[src/bdq_pkg.sv]
// Shared codes and field widths for the bounded deque unit.
package bdq_pkg;

   localparam int KIND_W   = 3;
   localparam int WORD_W   = 32;
   localparam int POS_W    = 8;
   localparam int COUNT_W  = 5;
   localparam int STATUS_W = 2;

   localparam logic [KIND_W-1:0] KIND_PUSH_FRONT = 3'd0;
   localparam logic [KIND_W-1:0] KIND_PUSH_BACK  = 3'd1;
   localparam logic [KIND_W-1:0] KIND_POP_FRONT  = 3'd2;
   localparam logic [KIND_W-1:0] KIND_POP_BACK   = 3'd3;
   localparam logic [KIND_W-1:0] KIND_PEEK       = 3'd4;
   localparam logic [KIND_W-1:0] KIND_REMOVE     = 3'd5;
   localparam logic [KIND_W-1:0] KIND_ROTATE     = 3'd6;

   localparam logic [STATUS_W-1:0] ST_OK    = 2'd0;
   localparam logic [STATUS_W-1:0] ST_EMPTY = 2'd1;
   localparam logic [STATUS_W-1:0] ST_FULL  = 2'd2;
   localparam logic [STATUS_W-1:0] ST_RANGE = 2'd3;

endpackage

[src/bdq_ram.sv]
// Generic single-write, single-read RAM with registered read data.
module bdq_ram #(
   parameter int WIDTH = 32,
   parameter int DEPTH = 16
) (
   input  logic                     clock,
   input  logic                     we,
   input  logic [$clog2(DEPTH)-1:0] waddr,
   input  logic [WIDTH-1:0]         wdata,
   input  logic [$clog2(DEPTH)-1:0] raddr,
   output logic [WIDTH-1:0]         rdata
);

   logic [WIDTH-1:0] mem [DEPTH];
   logic [WIDTH-1:0] rdata_ff;

   always_ff @(posedge clock) begin
      if (we) begin
         mem[waddr] <= wdata;
      end
      rdata_ff <= mem[raddr];
   end

   assign rdata = rdata_ff;

endmodule

[src/bdq_mod.sv]
// Bit-serial restoring remainder unit: position modulo entry count.
module bdq_mod import bdq_pkg::*; #(
   parameter int CW = 5
) (
   input  logic             clock,
   input  logic             reset,
   input  logic             start,
   input  logic [POS_W-1:0] dividend,
   input  logic [CW-1:0]    divisor,
   output logic             done,
   output logic [CW-1:0]    remainder
);

   localparam int SW = $clog2(POS_W);

   logic             busy_ff, busy_in;
   logic             done_ff, done_in;
   logic [SW-1:0]    step_ff, step_in;
   logic [CW-1:0]    rem_ff, rem_in;
   logic [CW-1:0]    div_ff, div_in;
   logic [POS_W-1:0] dvd_ff, dvd_in;
   logic [CW:0]      trial;

   always_comb begin
      busy_in = busy_ff;
      done_in = 1'b0;
      step_in = step_ff;
      rem_in  = rem_ff;
      div_in  = div_ff;
      dvd_in  = dvd_ff;
      trial   = {rem_ff, dvd_ff[POS_W-1]};
      if (start) begin
         busy_in = 1'b1;
         step_in = '0;
         rem_in  = '0;
         div_in  = divisor;
         dvd_in  = dividend;
      end else if (busy_ff) begin
         if (trial >= {1'b0, div_ff}) begin
            trial = trial - {1'b0, div_ff};
         end
         rem_in  = trial[CW-1:0];
         dvd_in  = {dvd_ff[POS_W-2:0], 1'b0};
         step_in = step_ff + 1'b1;
         if (step_ff == SW'(POS_W-1)) begin
            busy_in = 1'b0;
            done_in = 1'b1;
         end
      end
   end

   always_ff @(posedge clock) begin
      if (reset) begin
         busy_ff <= 1'b0;
         done_ff <= 1'b0;
         step_ff <= '0;
      end else begin
         busy_ff <= busy_in;
         done_ff <= done_in;
         step_ff <= step_in;
      end
      rem_ff <= rem_in;
      div_ff <= div_in;
      dvd_ff <= dvd_in;
   end

   assign done      = done_ff;
   assign remainder = rem_ff;

endmodule

[src/bounded_deque_with_indexed_remove_unit.sv]
// Bounded deque with peek, remove and remove-and-rotate by position.
// Push: check, plan, front read, back read, back capture, output. Pop, peek, remove and
// rotate add data capture; circular positions add the bit-serial remainder unit; remove
// and rotate add a read and a write state per moved entry through the one RAM port pair.
// One transaction at a time: the next is accepted in the cycle after the result is taken.
// Reset (synchronous) empties the deque, sets the front pointer to 0 and linear mode;
// RAM contents are not cleared.
module bounded_deque_with_indexed_remove_unit import bdq_pkg::*; #(
   parameter int DEPTH      = 16,
   parameter int DATA_WIDTH = 32
) (
   input  logic         clock,
   input  logic         reset,
   input  logic         csr_wen,
   input  logic         csr_wdata,
   input  logic         req_tvalid,
   output logic         req_tready,
   input  logic [39:0]  req_tdata,   // value[31:0], position[39:32]
   input  logic [2:0]   req_tuser,   // kind[2:0]
   output logic         rsp_tvalid,
   input  logic         rsp_tready,
   output logic [103:0] rsp_tdata,   // data_out[31:0], entry_count[36:32],
                                     // front_word[68:37], back_word[100:69]
   output logic [1:0]   rsp_tuser    // status[1:0]
);

   localparam int AW = $clog2(DEPTH);
   localparam int CW = $clog2(DEPTH + 1);

   typedef enum logic [3:0] {
      S_IDLE, S_CHECK, S_MOD, S_PLAN, S_DATA, S_COPY_RD, S_COPY_WR,
      S_FRONT_RD, S_BACK_RD, S_BACK_CAP, S_OUT
   } state_type;

   state_type             state_ff, state_in;
   logic                  circ_ff, circ_in;
   logic [AW-1:0]         fp_ff, fp_in;
   logic [CW-1:0]         n_ff, n_in;
   logic [KIND_W-1:0]     kind_ff, kind_in;
   logic [DATA_WIDTH-1:0] value_ff, value_in;
   logic [POS_W-1:0]      pos_ff, pos_in;
   logic [CW-1:0]         p_ff, p_in;
   logic [AW-1:0]         src_ff, src_in;
   logic [AW-1:0]         dst_ff, dst_in;
   logic [CW-1:0]         cnt_ff, cnt_in;
   logic [DATA_WIDTH-1:0] data_ff, data_in;
   logic [DATA_WIDTH-1:0] front_ff, front_in;
   logic [DATA_WIDTH-1:0] back_ff, back_in;
   logic [STATUS_W-1:0]   status_ff, status_in;

   logic                  ram_we;
   logic [AW-1:0]         ram_waddr, ram_raddr;
   logic [DATA_WIDTH-1:0] ram_wdata, ram_rdata;
   logic                  mod_start, mod_done;
   logic [CW-1:0]         mod_rem;

   logic [63:0]           data_ext, front_ext, back_ext;
   logic [15:0]           n_ext;

   function automatic logic [AW-1:0] add_mod(input logic [AW-1:0] a, input logic [CW-1:0] b);
      logic [CW:0] s;
      s = (CW+1)'(a) + (CW+1)'(b);
      if (s >= (CW+1)'(DEPTH)) begin
         s = s - (CW+1)'(DEPTH);
      end
      return s[AW-1:0];
   endfunction

   function automatic logic [AW-1:0] inc_mod(input logic [AW-1:0] a);
      return (a == AW'(DEPTH - 1)) ? '0 : a + 1'b1;
   endfunction

   bdq_ram #(.WIDTH(DATA_WIDTH), .DEPTH(DEPTH)) u_ram (
      .clock (clock),
      .we    (ram_we),
      .waddr (ram_waddr),
      .wdata (ram_wdata),
      .raddr (ram_raddr),
      .rdata (ram_rdata)
   );

   bdq_mod #(.CW(CW)) u_mod (
      .clock     (clock),
      .reset     (reset),
      .start     (mod_start),
      .dividend  (pos_ff),
      .divisor   (n_ff),
      .done      (mod_done),
      .remainder (mod_rem)
   );

   always_comb begin
      state_in  = state_ff;
      circ_in   = csr_wen ? csr_wdata : circ_ff;
      fp_in     = fp_ff;
      n_in      = n_ff;
      kind_in   = kind_ff;
      value_in  = value_ff;
      pos_in    = pos_ff;
      p_in      = p_ff;
      src_in    = src_ff;
      dst_in    = dst_ff;
      cnt_in    = cnt_ff;
      data_in   = data_ff;
      front_in  = front_ff;
      back_in   = back_ff;
      status_in = status_ff;
      ram_we    = 1'b0;
      ram_waddr = dst_ff;
      ram_wdata = ram_rdata;
      ram_raddr = src_ff;
      mod_start = 1'b0;
      case (state_ff)
         S_IDLE: begin
            if (req_tvalid) begin
               kind_in   = req_tuser;
               value_in  = DATA_WIDTH'(req_tdata[31:0]);
               pos_in    = req_tdata[39:32];
               status_in = ST_OK;
               data_in   = '0;
               state_in  = S_CHECK;
            end
         end
         S_CHECK: begin
            if (kind_ff == KIND_PUSH_FRONT || kind_ff == KIND_PUSH_BACK) begin
               if (n_ff == CW'(DEPTH)) begin
                  status_in = ST_FULL;
                  state_in  = S_FRONT_RD;
               end else begin
                  state_in = S_PLAN;
               end
            end else if (kind_ff == KIND_POP_FRONT || kind_ff == KIND_POP_BACK ||
                         kind_ff == KIND_PEEK || kind_ff == KIND_REMOVE ||
                         kind_ff == KIND_ROTATE) begin
               if (n_ff == '0) begin
                  status_in = ST_EMPTY;
                  state_in  = S_FRONT_RD;
               end else if (kind_ff == KIND_POP_FRONT || kind_ff == KIND_POP_BACK) begin
                  state_in = S_PLAN;
               end else if (circ_ff) begin
                  mod_start = 1'b1;
                  state_in  = S_MOD;
               end else if (16'(pos_ff) >= 16'(n_ff)) begin
                  status_in = ST_RANGE;
                  state_in  = S_FRONT_RD;
               end else begin
                  p_in     = CW'(pos_ff);
                  state_in = S_PLAN;
               end
            end else begin
               state_in = S_FRONT_RD;
            end
         end
         S_MOD: begin
            if (mod_done) begin
               p_in     = mod_rem;
               state_in = S_PLAN;
            end
         end
         S_PLAN: begin
            cnt_in   = '0;
            state_in = S_DATA;
            case (kind_ff)
               KIND_PUSH_FRONT: begin
                  fp_in     = (fp_ff == '0) ? AW'(DEPTH - 1) : fp_ff - 1'b1;
                  ram_we    = 1'b1;
                  ram_waddr = fp_in;
                  ram_wdata = value_ff;
                  n_in      = n_ff + 1'b1;
                  state_in  = S_FRONT_RD;
               end
               KIND_PUSH_BACK: begin
                  ram_we    = 1'b1;
                  ram_waddr = add_mod(fp_ff, n_ff);
                  ram_wdata = value_ff;
                  n_in      = n_ff + 1'b1;
                  state_in  = S_FRONT_RD;
               end
               KIND_POP_FRONT: begin
                  ram_raddr = fp_ff;
                  fp_in     = inc_mod(fp_ff);
                  n_in      = n_ff - 1'b1;
               end
               KIND_POP_BACK: begin
                  ram_raddr = add_mod(fp_ff, n_ff - 1'b1);
                  n_in      = n_ff - 1'b1;
               end
               KIND_PEEK: begin
                  ram_raddr = add_mod(fp_ff, p_ff);
               end
               KIND_REMOVE: begin
                  ram_raddr = add_mod(fp_ff, p_ff);
                  src_in    = add_mod(fp_ff, p_ff + 1'b1);
                  dst_in    = add_mod(fp_ff, p_ff);
                  cnt_in    = n_ff - 1'b1 - p_ff;
                  n_in      = n_ff - 1'b1;
               end
               KIND_ROTATE: begin
                  // entries ahead of the removed one move past the back
                  ram_raddr = add_mod(fp_ff, p_ff);
                  src_in    = fp_ff;
                  dst_in    = add_mod(fp_ff, n_ff);
                  cnt_in    = p_ff;
                  fp_in     = add_mod(fp_ff, p_ff + 1'b1);
                  n_in      = n_ff - 1'b1;
               end
               default: begin
                  state_in = S_FRONT_RD;
               end
            endcase
         end
         S_DATA: begin
            data_in  = ram_rdata;
            state_in = (cnt_ff != '0) ? S_COPY_RD : S_FRONT_RD;
         end
         S_COPY_RD: begin
            ram_raddr = src_ff;
            state_in  = S_COPY_WR;
         end
         S_COPY_WR: begin
            ram_we    = 1'b1;
            ram_waddr = dst_ff;
            ram_wdata = ram_rdata;
            src_in    = inc_mod(src_ff);
            dst_in    = inc_mod(dst_ff);
            cnt_in    = cnt_ff - 1'b1;
            state_in  = (cnt_ff == CW'(1)) ? S_FRONT_RD : S_COPY_RD;
         end
         S_FRONT_RD: begin
            if (n_ff == '0) begin
               front_in = '0;
               back_in  = '0;
               state_in = S_OUT;
            end else begin
               ram_raddr = fp_ff;
               state_in  = S_BACK_RD;
            end
         end
         S_BACK_RD: begin
            front_in  = ram_rdata;
            ram_raddr = add_mod(fp_ff, n_ff - 1'b1);
            state_in  = S_BACK_CAP;
         end
         S_BACK_CAP: begin
            back_in  = ram_rdata;
            state_in = S_OUT;
         end
         S_OUT: begin
            if (rsp_tready) begin
               state_in = S_IDLE;
            end
         end
         default: begin
            state_in = S_IDLE;
         end
      endcase
   end

   always_ff @(posedge clock) begin
      if (reset) begin
         state_ff <= S_IDLE;
         circ_ff  <= 1'b0;
         fp_ff    <= '0;
         n_ff     <= '0;
         cnt_ff   <= '0;
      end else begin
         state_ff <= state_in;
         circ_ff  <= circ_in;
         fp_ff    <= fp_in;
         n_ff     <= n_in;
         cnt_ff   <= cnt_in;
      end
      kind_ff   <= kind_in;
      value_ff  <= value_in;
      pos_ff    <= pos_in;
      p_ff      <= p_in;
      src_ff    <= src_in;
      dst_ff    <= dst_in;
      data_ff   <= data_in;
      front_ff  <= front_in;
      back_ff   <= back_in;
      status_ff <= status_in;
   end

   assign data_ext  = 64'(data_ff);
   assign front_ext = 64'(front_ff);
   assign back_ext  = 64'(back_ff);
   assign n_ext     = 16'(n_ff);

   assign req_tready = (state_ff == S_IDLE);
   assign rsp_tvalid = (state_ff == S_OUT);
   assign rsp_tdata  = {3'b000, back_ext[WORD_W-1:0], front_ext[WORD_W-1:0],
                        n_ext[COUNT_W-1:0], data_ext[WORD_W-1:0]};
   assign rsp_tuser  = status_ff;

   a_occupancy_bound: assert property (@(posedge clock) disable iff (reset)
      n_ff <= CW'(DEPTH))
      else $error("occupancy exceeds depth");

   a_busy_after_accept: assert property (@(posedge clock) disable iff (reset)
      (req_tvalid && req_tready) |=> !req_tready)
      else $error("accepted a second transaction while busy");

   a_no_overlap: assert property (@(posedge clock) disable iff (reset)
      rsp_tvalid |-> !req_tready)
      else $error("request accepted while result pending");

   a_count_stable_in_out: assert property (@(posedge clock) disable iff (reset)
      (rsp_tvalid && !rsp_tready) |=> $stable(n_ff) && $stable(fp_ff))
      else $error("deque state changed while result pending");

endmodule
[config.mk]
export PLATFORM = sky130hd
export DESIGN_NAME = bounded_deque_with_indexed_remove_unit
export DESIGN_NICKNAME = d
export VERILOG_FILES = /design/src/bdq_pkg.sv /design/src/bdq_ram.sv /design/src/bdq_mod.sv /design/src/bounded_deque_with_indexed_remove_unit.sv
export SDC_FILE = /design/constraint.sdc
export NUM_CORES = 1
export LEC_CHECK = 0
export ABC_AREA = 0
export BUFFER_PORTS_ARGS = -buffer_cell sky130_fd_sc_hd__buf_4
export CELL_PAD_IN_SITES_DETAIL_PLACEMENT = 1
export CELL_PAD_IN_SITES_GLOBAL_PLACEMENT = 2
export CORE_ASPECT_RATIO = 0.6
export CORE_MARGIN = 2
export CORE_UTILIZATION = 50
export DETAILED_ROUTE_END_ITERATION = 12
export PLACE_DENSITY = 0.81
export RECOVER_POWER = 25
export SKIP_LAST_GASP = 1
export SYNTH_ARGS = -nofsm -noshare
export SYNTH_HDL_FRONTEND = slang
export SYNTH_HIERARCHICAL = 1
export SYNTH_SLANG_ARGS = --single-unit
[constraint.sdc]
create_clock -name clock -period 9.67 [get_ports clock]
set_clock_uncertainty 0.2 [all_clocks]
set_input_delay 1.4505 -clock clock [delete_from_list [all_inputs] [get_ports clock]]
set_output_delay 1.4505 -clock clock [all_outputs]
set_load 0.01 [all_outputs]
# Yosys cells after proc, flatten, opt, wreduce, memory -nomap -nowiden
# Memory sizes are Yosys's and may differ from the RTL's. A register that Yosys moved wholly into a read port is not among the register bits.
# Cells that the tools add are included.
# op_classes
muxes	77
n_eq_ne	38
bitwise	1
reduce_logical	35
order_cmp	6
n_addsub	19
# op_table
cell	count
one-hot mux 32 bit (2 select lines)	3
two-way mux 32 bit	4
two-way mux 4 bit	15
one-hot mux 4 bit (11 select lines)	1
two-way mux 5 bit	8
one-hot mux 4 bit (2 select lines)	5
one-hot mux 5 bit (2 select lines)	4
one-hot mux 4 bit (3 select lines)	3
adder 4 x 5 -> 6 bit	4
== test 4 bit, second input constant	6
greater-or-equal comparator 6 x 5 -> 1 bit, second input constant	4
two-way mux 2 bit	12
subtractor 4 x 1 -> 4 bit, second input constant	5
== test 4 x 3 -> 1 bit, second input constant	4
two-way mux 8 bit	2
inequality test 2 bit, second input constant	8
nonzero test 2 bit	8
two-way mux 3 bit	5
AND reduction 2 bit	7
two-way mux 1 bit	13
adder 4 x 1 -> 4 bit, second input constant	3
== test 3 bit, second input constant	4
inequality test 4 bit, second input constant	3
adder 5 x 1 -> 5 bit, second input constant	2
29 further kinds	43
# word_totals
memories	1
ramBits	512
elab_cells	198
output_inout_bits	108
regBits	196
inputBits	49
# memory_table
memory	words	word_bits	rd	rd_ports_with_merged_regs	wr	line	rtl
u_ram.mem	16	32	1	1	1	bdq_ram.sv:14	logic [WIDTH-1:0] mem [DEPTH];

# Depth between registers and ports, before layout
# Gate-level depths: netlist of the first run.
# logic_depth
word_depth	9
depth_mapped	14

# Modules after synthesis
# Netlist of the first run, hierarchy kept.
# modules_own_cells
mod	seq_area_each_um2	n_inst	area_each_um2	cells_per_inst
bdq_ram	16015.4	1	19835.3	838
bounded_deque_with_indexed_remove_unit	5004.8	1	8632.0	697
bdq_mod	590.6	1	1102.3	87

# Worst setup path before layout of the first run
# Ideal clock, no wire load.
# synth_timing
path_type	reg2reg
startpoint	reg fp_ff[1]
endpoint	mem u_ram.mem[0][0] (enable)
setup_slack_ns	4.714
t_required_ns	9.009
synth_period_minus_slack_ns	4.956
setup_time_ns	0.461
arrival_ns	4.295
path_stages_with_launch	8
cell_sequence	dfxtp_1 inv_1 fa_1 xnor2_1 mux2i_1 o21ai_0 or3b_2 nor3_1
# synth_between
elab_chain_cells	5
word_cells_on_any_way	9
classes_between	3 x add/sub; 1 x order compare; 4 x mux; 1 x reduce/logical
# synth_rtl
item	line	rtl
start: declaration	bounded_deque_with_indexed_remove_unit.sv:37	logic [AW-1:0] fp_ff, fp_in;
start signal: assignment	bounded_deque_with_indexed_remove_unit.sv:269	fp_ff <= fp_in;
adder 4 x 5 -> 6 bit	bounded_deque_with_indexed_remove_unit.sv:62	s = (CW+1)'(a) + (CW+1)'(b);
greater-or-equal comparator 6 x 5 -> 1 bit / subtractor 4 x 1 -> 4 bit (equally long branches)	bounded_deque_with_indexed_remove_unit.sv:63, bounded_deque_with_indexed_remove_unit.sv:64	
two-way mux 4 bit	bounded_deque_with_indexed_remove_unit.sv:63	if (s >= (CW+1)'(DEPTH)) begin
one-hot mux 4 bit (2 select lines) *	bounded_deque_with_indexed_remove_unit.sv:163	case (kind_ff)
two-way mux 4 bit *	bounded_deque_with_indexed_remove_unit.sv:113	case (state_ff)
named net ram_waddr[2]	bounded_deque_with_indexed_remove_unit.sv:52	logic [AW-1:0] ram_waddr, ram_raddr;
end: declaration	bdq_ram.sv:14	
# Mark *: on every way through the listed nets, which the timed path passes. The rest lies on a longest branch.

# Final worst setup path of the first run
# layout_timing
startpoint	reg kind_ff[2]
endpoint	mem u_ram.mem[10][31] (enable)
# layout_between
word_cells_on_any_way	9
classes_between	1 x eq/ne; 6 x mux; 2 x reduce/logical
# layout_lines
item	line	rtl
start: declaration	bounded_deque_with_indexed_remove_unit.sv:39	logic [KIND_W-1:0] kind_ff, kind_in;
start signal: assignment	bounded_deque_with_indexed_remove_unit.sv:273	kind_ff <= kind_in;
== test 3 x 1 -> 1 bit / logical NOT 3 bit (equally long branches)	bounded_deque_with_indexed_remove_unit.sv:163	
one-hot mux 4 bit (2 select lines) *	bounded_deque_with_indexed_remove_unit.sv:163	
two-way mux 4 bit *	bounded_deque_with_indexed_remove_unit.sv:113	
named net ram_waddr[0]	bounded_deque_with_indexed_remove_unit.sv:52	
# Marked as above.

==> results by group, run 1 <==
Critical path
  – Worst path max stage delay: approximately 2.3 ns
  – Critical-path top delay cell: clkbuf_1
  – Critical path's top delay family: buffers and inverters
  – Worst-path cell chain: nor2_1, nand2_2, clkbuf_1, o21ai_0, nand2b_1, nor2_4, buf_4
  – Reg2reg path depth: 7
  – Crit path buffers/inverters: 2
  – Worst setup EP type: register
  – Crit path DAT: about 7.2 ns
  – Peak fanout along the critical path: 41
  – Crit path depth: 7
  – Required time worst endpoint: 9.72 ns
  – Setup crit start kind: register
  – WS Path Type: reg -> reg

GRT
  – Total GRT Usage: 25.7%
  – GR Util met2: 37.6%
  – First-pass GRT wire length: 113000 um
  – Number of global-route vias before repair: around 17000
  – Antenna violations before repair: 5
  – Largest net degree at the start of global routing: 83
  – GR met3 Demand/Resource: 5.56%
  – Met1 Usage GRT: 39.5%
  – Busiest grt layer: met1
  – Grt ovf: 0

Layout
  – Share of cells above drive strength 1: 20.2%
  – Fin nets: roughly 1900
  – Area grow syn2layout: 13.2%
  – Core Util, Final: 57.7%
  – Multi-input logic area: around 7500 um^2
  – Fillers: ~5100
  – FF+latch area: 21600 um^2
  – Fin area: 33500 um^2

Placement
  – # port buffers: 153
  – GP Congestion: 0.810
  – DP Wirelength: 46400 um
  – Placed cell areas: 31700 um^2

Timing
  – Hold Vio Cnt, Final: 0
  – Worst slew pin tran: between 3 and 4 ns
  – FMAX: 0.139 GHz
  – Setup Viol. Count Final: 0
  – Setup TNS: 0 ns
  – Ratio of final minimum period to clock period: 74.3%
  – RSZ-0062 raised after global routing: false
  – Fin crit period: 7.18 ns
  – Rel. slew slack: -141%
  – Slew Limit Fails: 217
  – WHS: 0.346 ns

Clock network
  – Clock Latency Late Sink: 0.62 ns
  – Hold_buf cts: 0
  – TritonCTS buffer count: 68
  – Clk pin slew, worst setup/hold paths: 0.06 ns
  – CTS tree: done
  – CTS Buffer Depth: 3
  – Post-cts repair resize count: 0
  – Postcts setup bufs: 0
  – H-tree depth: 3
  – Root buf cell: clkbuf_16
  – Clk sinks: 740

Floorplanning
  – Die span in y: 192 um
  – Boundary Pins: 157
  – Die ar.: 61200 um^2
  – Initial core utilization: around 51%
  – # rows: 68
  – Die width: 318 um
  – Core area: 57900 um^2

Synth
  – Ranking of synthesized cells by area: edfxtp_1 69%, mux4_2 9.7%, dfxtp_1 4.1%
  – EDFF count, synth: around 680
  – Mapped Area: 29600 um^2
  – Post-Syn Area per Cell: 18.2 um^2
  – Sequential area share after synthesis: 73.1%
  – Count leader, synth: edfxtp_1
  – Synth top cells by count: 679 x edfxtp_1, 128 x mux4_2, 104 x and2_1
  – Library cells used by synthesis: 76
  – #FFs+latches synth: 740
  – Syn Inst Count: 1622
  – Ys async rst share: 0%
  – Share of the synthesized area in the top cell type: 69.0%
  – Dominant cell type by area after synthesis: edfxtp_1
  – Warnings, synthesis: 6
  – Ys flop type: edfxtp_1

Power and ir drop
  – Total Power: 0.00915 W
  – Leakage power: around 11 nW
  – Power Density: about 270 nW/um^2
  – VDD IR max: 0.139 mV

Outcome
  – Failing checks: capacitance limit, slew limit
  – Outcome: complete, but fails checks

Detailed routing
  – Routed vias/inst: 6.08
  – DRC: 0
  – Vias: 15897
  – Initial drt markers: 1786
  – WL final: 77000 um
  – Router iterations before antenna repair: 5
  – Routed Antenna Nets: 0
  – Drt wl/cell: 29.5 um

Run
  – Max-Cap Viols: 7

Hold path
  – Hold WC Path Type: reg -> reg
  – Hold path cells: 2
per-layer routing:
| metal | wire, um | up-vias |
|---|---|---|
| met1 | 35800 | 8403 |
| met3 | 6360 | 111 |
| li1 | - | 6747 |
| met4 | 1440 | 4 |
| met5 | 27 | - |
| met2 | 33400 | 632 |
final cells by class:
cell class	count	area share [%]
Timing Repair Buffer	183	2.92
Antenna cell	1	0.00748
Tap cell	770	2.88
Inverter	35	0.393
Sequential cell	740	64.6
Multi-Input combinational cell	760	22.5
Clock inverter	25	0.875
Clock buffer	100	5.84
where the power goes:
| part | internal (W) | leakage (nW) | switching, W |
|---|---|---|---|
| registers | 0.00415 | 6.63 | 0.000263 |
| logic | 0.000701 | 3.24 | 0.00130 |
| clock network | 0.00157 | 1.10 | 0.00117 |
| total | 0.00642 | 11.0 | 0.00272 |
path summary, 6_finish.rpt:
kind / start / slack [ns] / to
worst max-delay path: kind_ff[2] / 2.49 / u_ram/mem[10][31]
worst min-delay path: u_mod/step_ff[1] / 0.35 / u_mod/step_ff[1]
worst max register to register: kind_ff[2] / 2.49 / u_ram/mem[10][31]
worst min register to register: u_mod/step_ff[1] / 0.35 / u_mod/step_ff[1]
cell usage in the layout (no fill, tap or decap), drive strengths merged, types with 11 or more instances in the layout:
cell / instances
o21ai: 33
a22oi: 67
mux4: 128
xnor2: 16
nor3: 21
mux2i: 12
nand2b: 13
nor2: 47
ha: 38
nand3: 11
and2: 104
a21oi: 30
dfxtp: 61
xor2: 13
nand2: 65
inv: 39
mux2: 45
buf: 35
clkbuf: 248
clkinv: 15
edfxtp: 679
flip-flops by register name (all words and copies together), names as in the netlist, 2 cells and up:
signal,flops
data_ff,32
p_ff,5
n_ff,5
u_mod/div_ff,5
cnt_ff,5
rsp_tuser,2
dst_ff,4
u_mod/dvd_ff,8
u_mod/remainder,5
u_ram/mem,512
state_ff,4
back_ff,32
pos_ff,8
src_ff,4
value_ff,32
front_ff,32
fp_ff,4
u_ram/rdata,32
u_mod/step_ff,3
kind_ff,3
worst register-to-register path, stage by stage, from the launching register on:
cell and delay [ns]:
edfxtp_1 0.80, nor2_1 0.38, nand2_2 0.16, clkbuf_1 2.26
o21ai_0 1.13, nand2b_1 0.57, nor2_4 0.70, buf_4 0.58
stage by stage:
stage / setup WS (ns) / std cells
3_5_place_dp: 4.24 / 2488
6_report: 2.49 / 2614
2_1_floorplan: 4.71 / 1624
3_3_place_gp: 4.41 / 2488
4_1_cts: 4.20 / 2613
5_1_grt: 2.17 / 2613
cell families (layout without fill, tap and decap cells):
group           count (synthesis)  in the layout  synth area share (%)
other cells                     1              4                0.0127
mux                           185            185                  11.9
xor+xnor                       29             29                 0.859
simple gates                  308            308                  5.71
flops                         740            740                  73.1
compound gates                191            191                  4.53
fa+ha+maj                      44             44                  2.01
buf+inv                       124            343                  1.93
No activity file was read; power rests on OpenSTA's default activity.
==> inputs of run 2 (changes only) <==
CORE_UTILIZATION = 47   (was 50)
PLACE_DENSITY = 0.77   (was 0.81)
clock period = 7.5 ns   (was 9.67 ns; I/O delays follow)
==> run 2 against run 1 <==
  * The run still ends with capacitance limit, slew limit left
  * Register-to-register slack got worse by 0.83 ns
  * Non-clock buffer count increased by 5
  * Core utilization decreased by 4.0 points
  * Die area increased by 6.3%
  * Flip-flop and latch count unchanged
  * Via count decreased by 1.4%
  * Hold slack got worse by 0.023 ns
  * Clock power increased by 28%
  * Worst setup slack got worse by 0.83 ns
  * Critical endpoint is now u_ram/rdata[14]
  * Largest cell class unchanged
==> results by group, run 2 (synthesized netlist as in run 1, its figures left out) <==
Critical path
  – Reg2reg path depth: 9
  – Worst setup EP type: register
  – R2R Path Start: n_ff[1]
  – Worst path max stage delay: ~1.7 ns
  – Worst-path cell chain: inv_1, ha_1, nor4b_1, o22a_1, a221o_4, buf_4, mux4_2, a22oi_1, nand2_1
  – Peak fanout along the critical path: 45
  – Crit path DAT: 6.13 ns
  – WS Path Type: reg -> reg
  – Worst R2R Setup Slack: between 1.5 and 2 ns
  – Reg-to-reg endpoint: u_ram/rdata[14]
  – Critical-path top delay cell: nor4b_1
  – Setup crit start kind: register
  – Required time worst endpoint: 7.79 ns

Layout
  – Commonest non-fill, non-tap cell in the layout: edfxtp_1
  – Fin nets: 1887
  – Max reg flops: between 500 and 600
  – Most frequent cells in the layout: 679 x edfxtp_1, 129 x clkbuf_1, 128 x mux4_2, 71 x clkbuf_16, 67 x a22oi_1
  – Core Util, Final: 53.7%
  – Top reg by flops: u_ram/mem
  – Area grow syn2layout: 13.5%
  – Share of cells above drive strength 1: 20.3%

Clock network
  – CTS Buffer Depth: 3
  – TritonCTS buffer count: 69
  – Clk sinks: between 700 and 800
  – CTS tree: done
  – H-tree depth: 3
  – Clk pin slew, worst setup/hold paths: 0.06 ns
  – Postcts setup bufs: 0
  – Hold_buf cts: 0
  – Post-cts repair resize count: 0
  – Clock Latency Late Sink: approximately 0.61 ns
  – Root buf cell: clkbuf_16

Placement
  – Dpl ws: 2.59 ns
  – # port buffers: 153
  – GP Congestion: approximately 0.84
  – DP Wirelength: roughly 45000 um

Hold path
  – Hold WC Path Type: reg -> reg
  – Hold path cells: 2
  – Hold Path End: u_mod/remainder[4]
  – Hold Startpoint: u_mod/remainder[4]

GRT
  – Largest net degree at the start of global routing: 74
  – Number of global-route vias before repair: between 15000 and 20000
  – Antenna violations before repair: 4
  – Grt ovf: 0
  – First-pass GRT wire length: 110000 um
  – Total GRT Usage: 23.6%

Run
  – Max-Cap Viols: 6

Floorplanning
  – Die width: 328 um
  – Boundary Pins: 157
  – Die span in y: 198 um
  – Initial core utilization: 47.3%
  – Core area: approximately 62000 um^2
  – Die ar.: 65000 um^2
  – # rows: 71

Timing
  – RSZ-0062 raised after global routing: false
  – Setup Viol. Count Final: 0
  – Slew Limit Fails: 161
  – Post-route worst setup slack: about 1.7 ns
  – Fin crit period: 5.84 ns
  – Hold Vio Cnt, Final: 0
  – Ratio of final minimum period to clock period: 77.9%
  – Rel. slew slack: -124%
  – FMAX: 0.171 GHz
  – Worst slew pin tran: 3.36 ns
  – Setup TNS: 0 ns

Detailed routing
  – WL final: 75200 um
  – Routed Antenna Nets: 0
  – Vias: 15678
  – Uppermost layer routed: met4
  – Metal2 WL: 31900 um
  – Drt wl/cell: 28.0 um
  – Router iterations before antenna repair: 7
  – Initial drt markers: approximately 1600
  – Routed vias/inst: ~5.8
  – Met1 Wirelength: 35800 um
  – DRC: 0
  – DR WL met3: roughly 6200 um

Power and ir drop
  – Leakage power: 11.0 nW
  – Power Density: ~350 nW/um^2
  – VDD IR max: 0.164 mV

Outcome
  – Failing checks: capacitance limit, slew limit
  – Outcome: complete, but fails checks
## run 2: changes by cell type in the layout (fill, tap and decap cells not counted), sizes merged
cell / change
buf: +1
clkinv: +9
clkinvlp: +4
inv: -1
diode: +4
bufinv: +1
clkbuf: -12
## run 2: cell type report
type	instances	area, um^2
fillers	5708	28900
flip-flops and latches	740	21600
repair buffers	188	990
multi-input cells	760	7540
well taps	839	1050
clock buffers	84	1860
inverters	35	131
clock inverters	38	374
diodes	5	12.5
## run 2: report_power, final
part	internal, W	switching [W]
clock	0.00201	0.00151
sequential	0.00535	0.000316
combinational	0.000909	0.00166
total	0.00827	0.00348
## run 2: worst max-delay path, delay by kind of cell, from the launching register on
kind / cells / cell delay, ns
simple gates: 2 / 1.83
compound gates: 3 / 1.70
flops: 1 / 0.38
fa+ha+maj: 1 / 0.28
buf+inv: 2 / 0.70
mux: 1 / 0.56
## run 2: how the worst max path moves through the flow
stage / start / end / slack, ns / depth (start not counted)
2_1_floorplan: fp_ff[1] / u_ram/mem[0][0] / 2.54 / 7
3_3_place_gp: state_ff[2] / u_ram/mem[0][13] / 2.77 / 7
3_5_place_dp: state_ff[2] / u_ram/mem[0][12] / 2.59 / 7
4_1_cts: state_ff[2] / u_ram/mem[0][20] / 2.55 / 7
5_1_grt: n_ff[1] / u_ram/rdata[18] / 1.26 / 9
6_report: n_ff[1] / u_ram/rdata[14] / 1.66 / 9
## run 2: metrics by stage
step | instance area [um^2] | power [W] | cells | hold WS [ns]
after floorplan | 29600 | 0.00734 | 1624 | 0.241
after global placement | 31800 | 0.00829 | 2562 | 0.274
after detailed placement | 31800 | 0.00840 | 2562 | 0.303
final | 33600 | 0.0117 | 2689 | 0.323
after CTS | 34000 | 0.0119 | 2684 | 0.318
after global routing | 33600 | 0.0123 | 2684 | 0.353
## run 2: routing by layer
layer	up-vias	GRT usage [%]
met5	-	0
met4	0	5.40
met3	90	5.36
met2	583	33.4
met1	8252	36.9
li1	6753	-
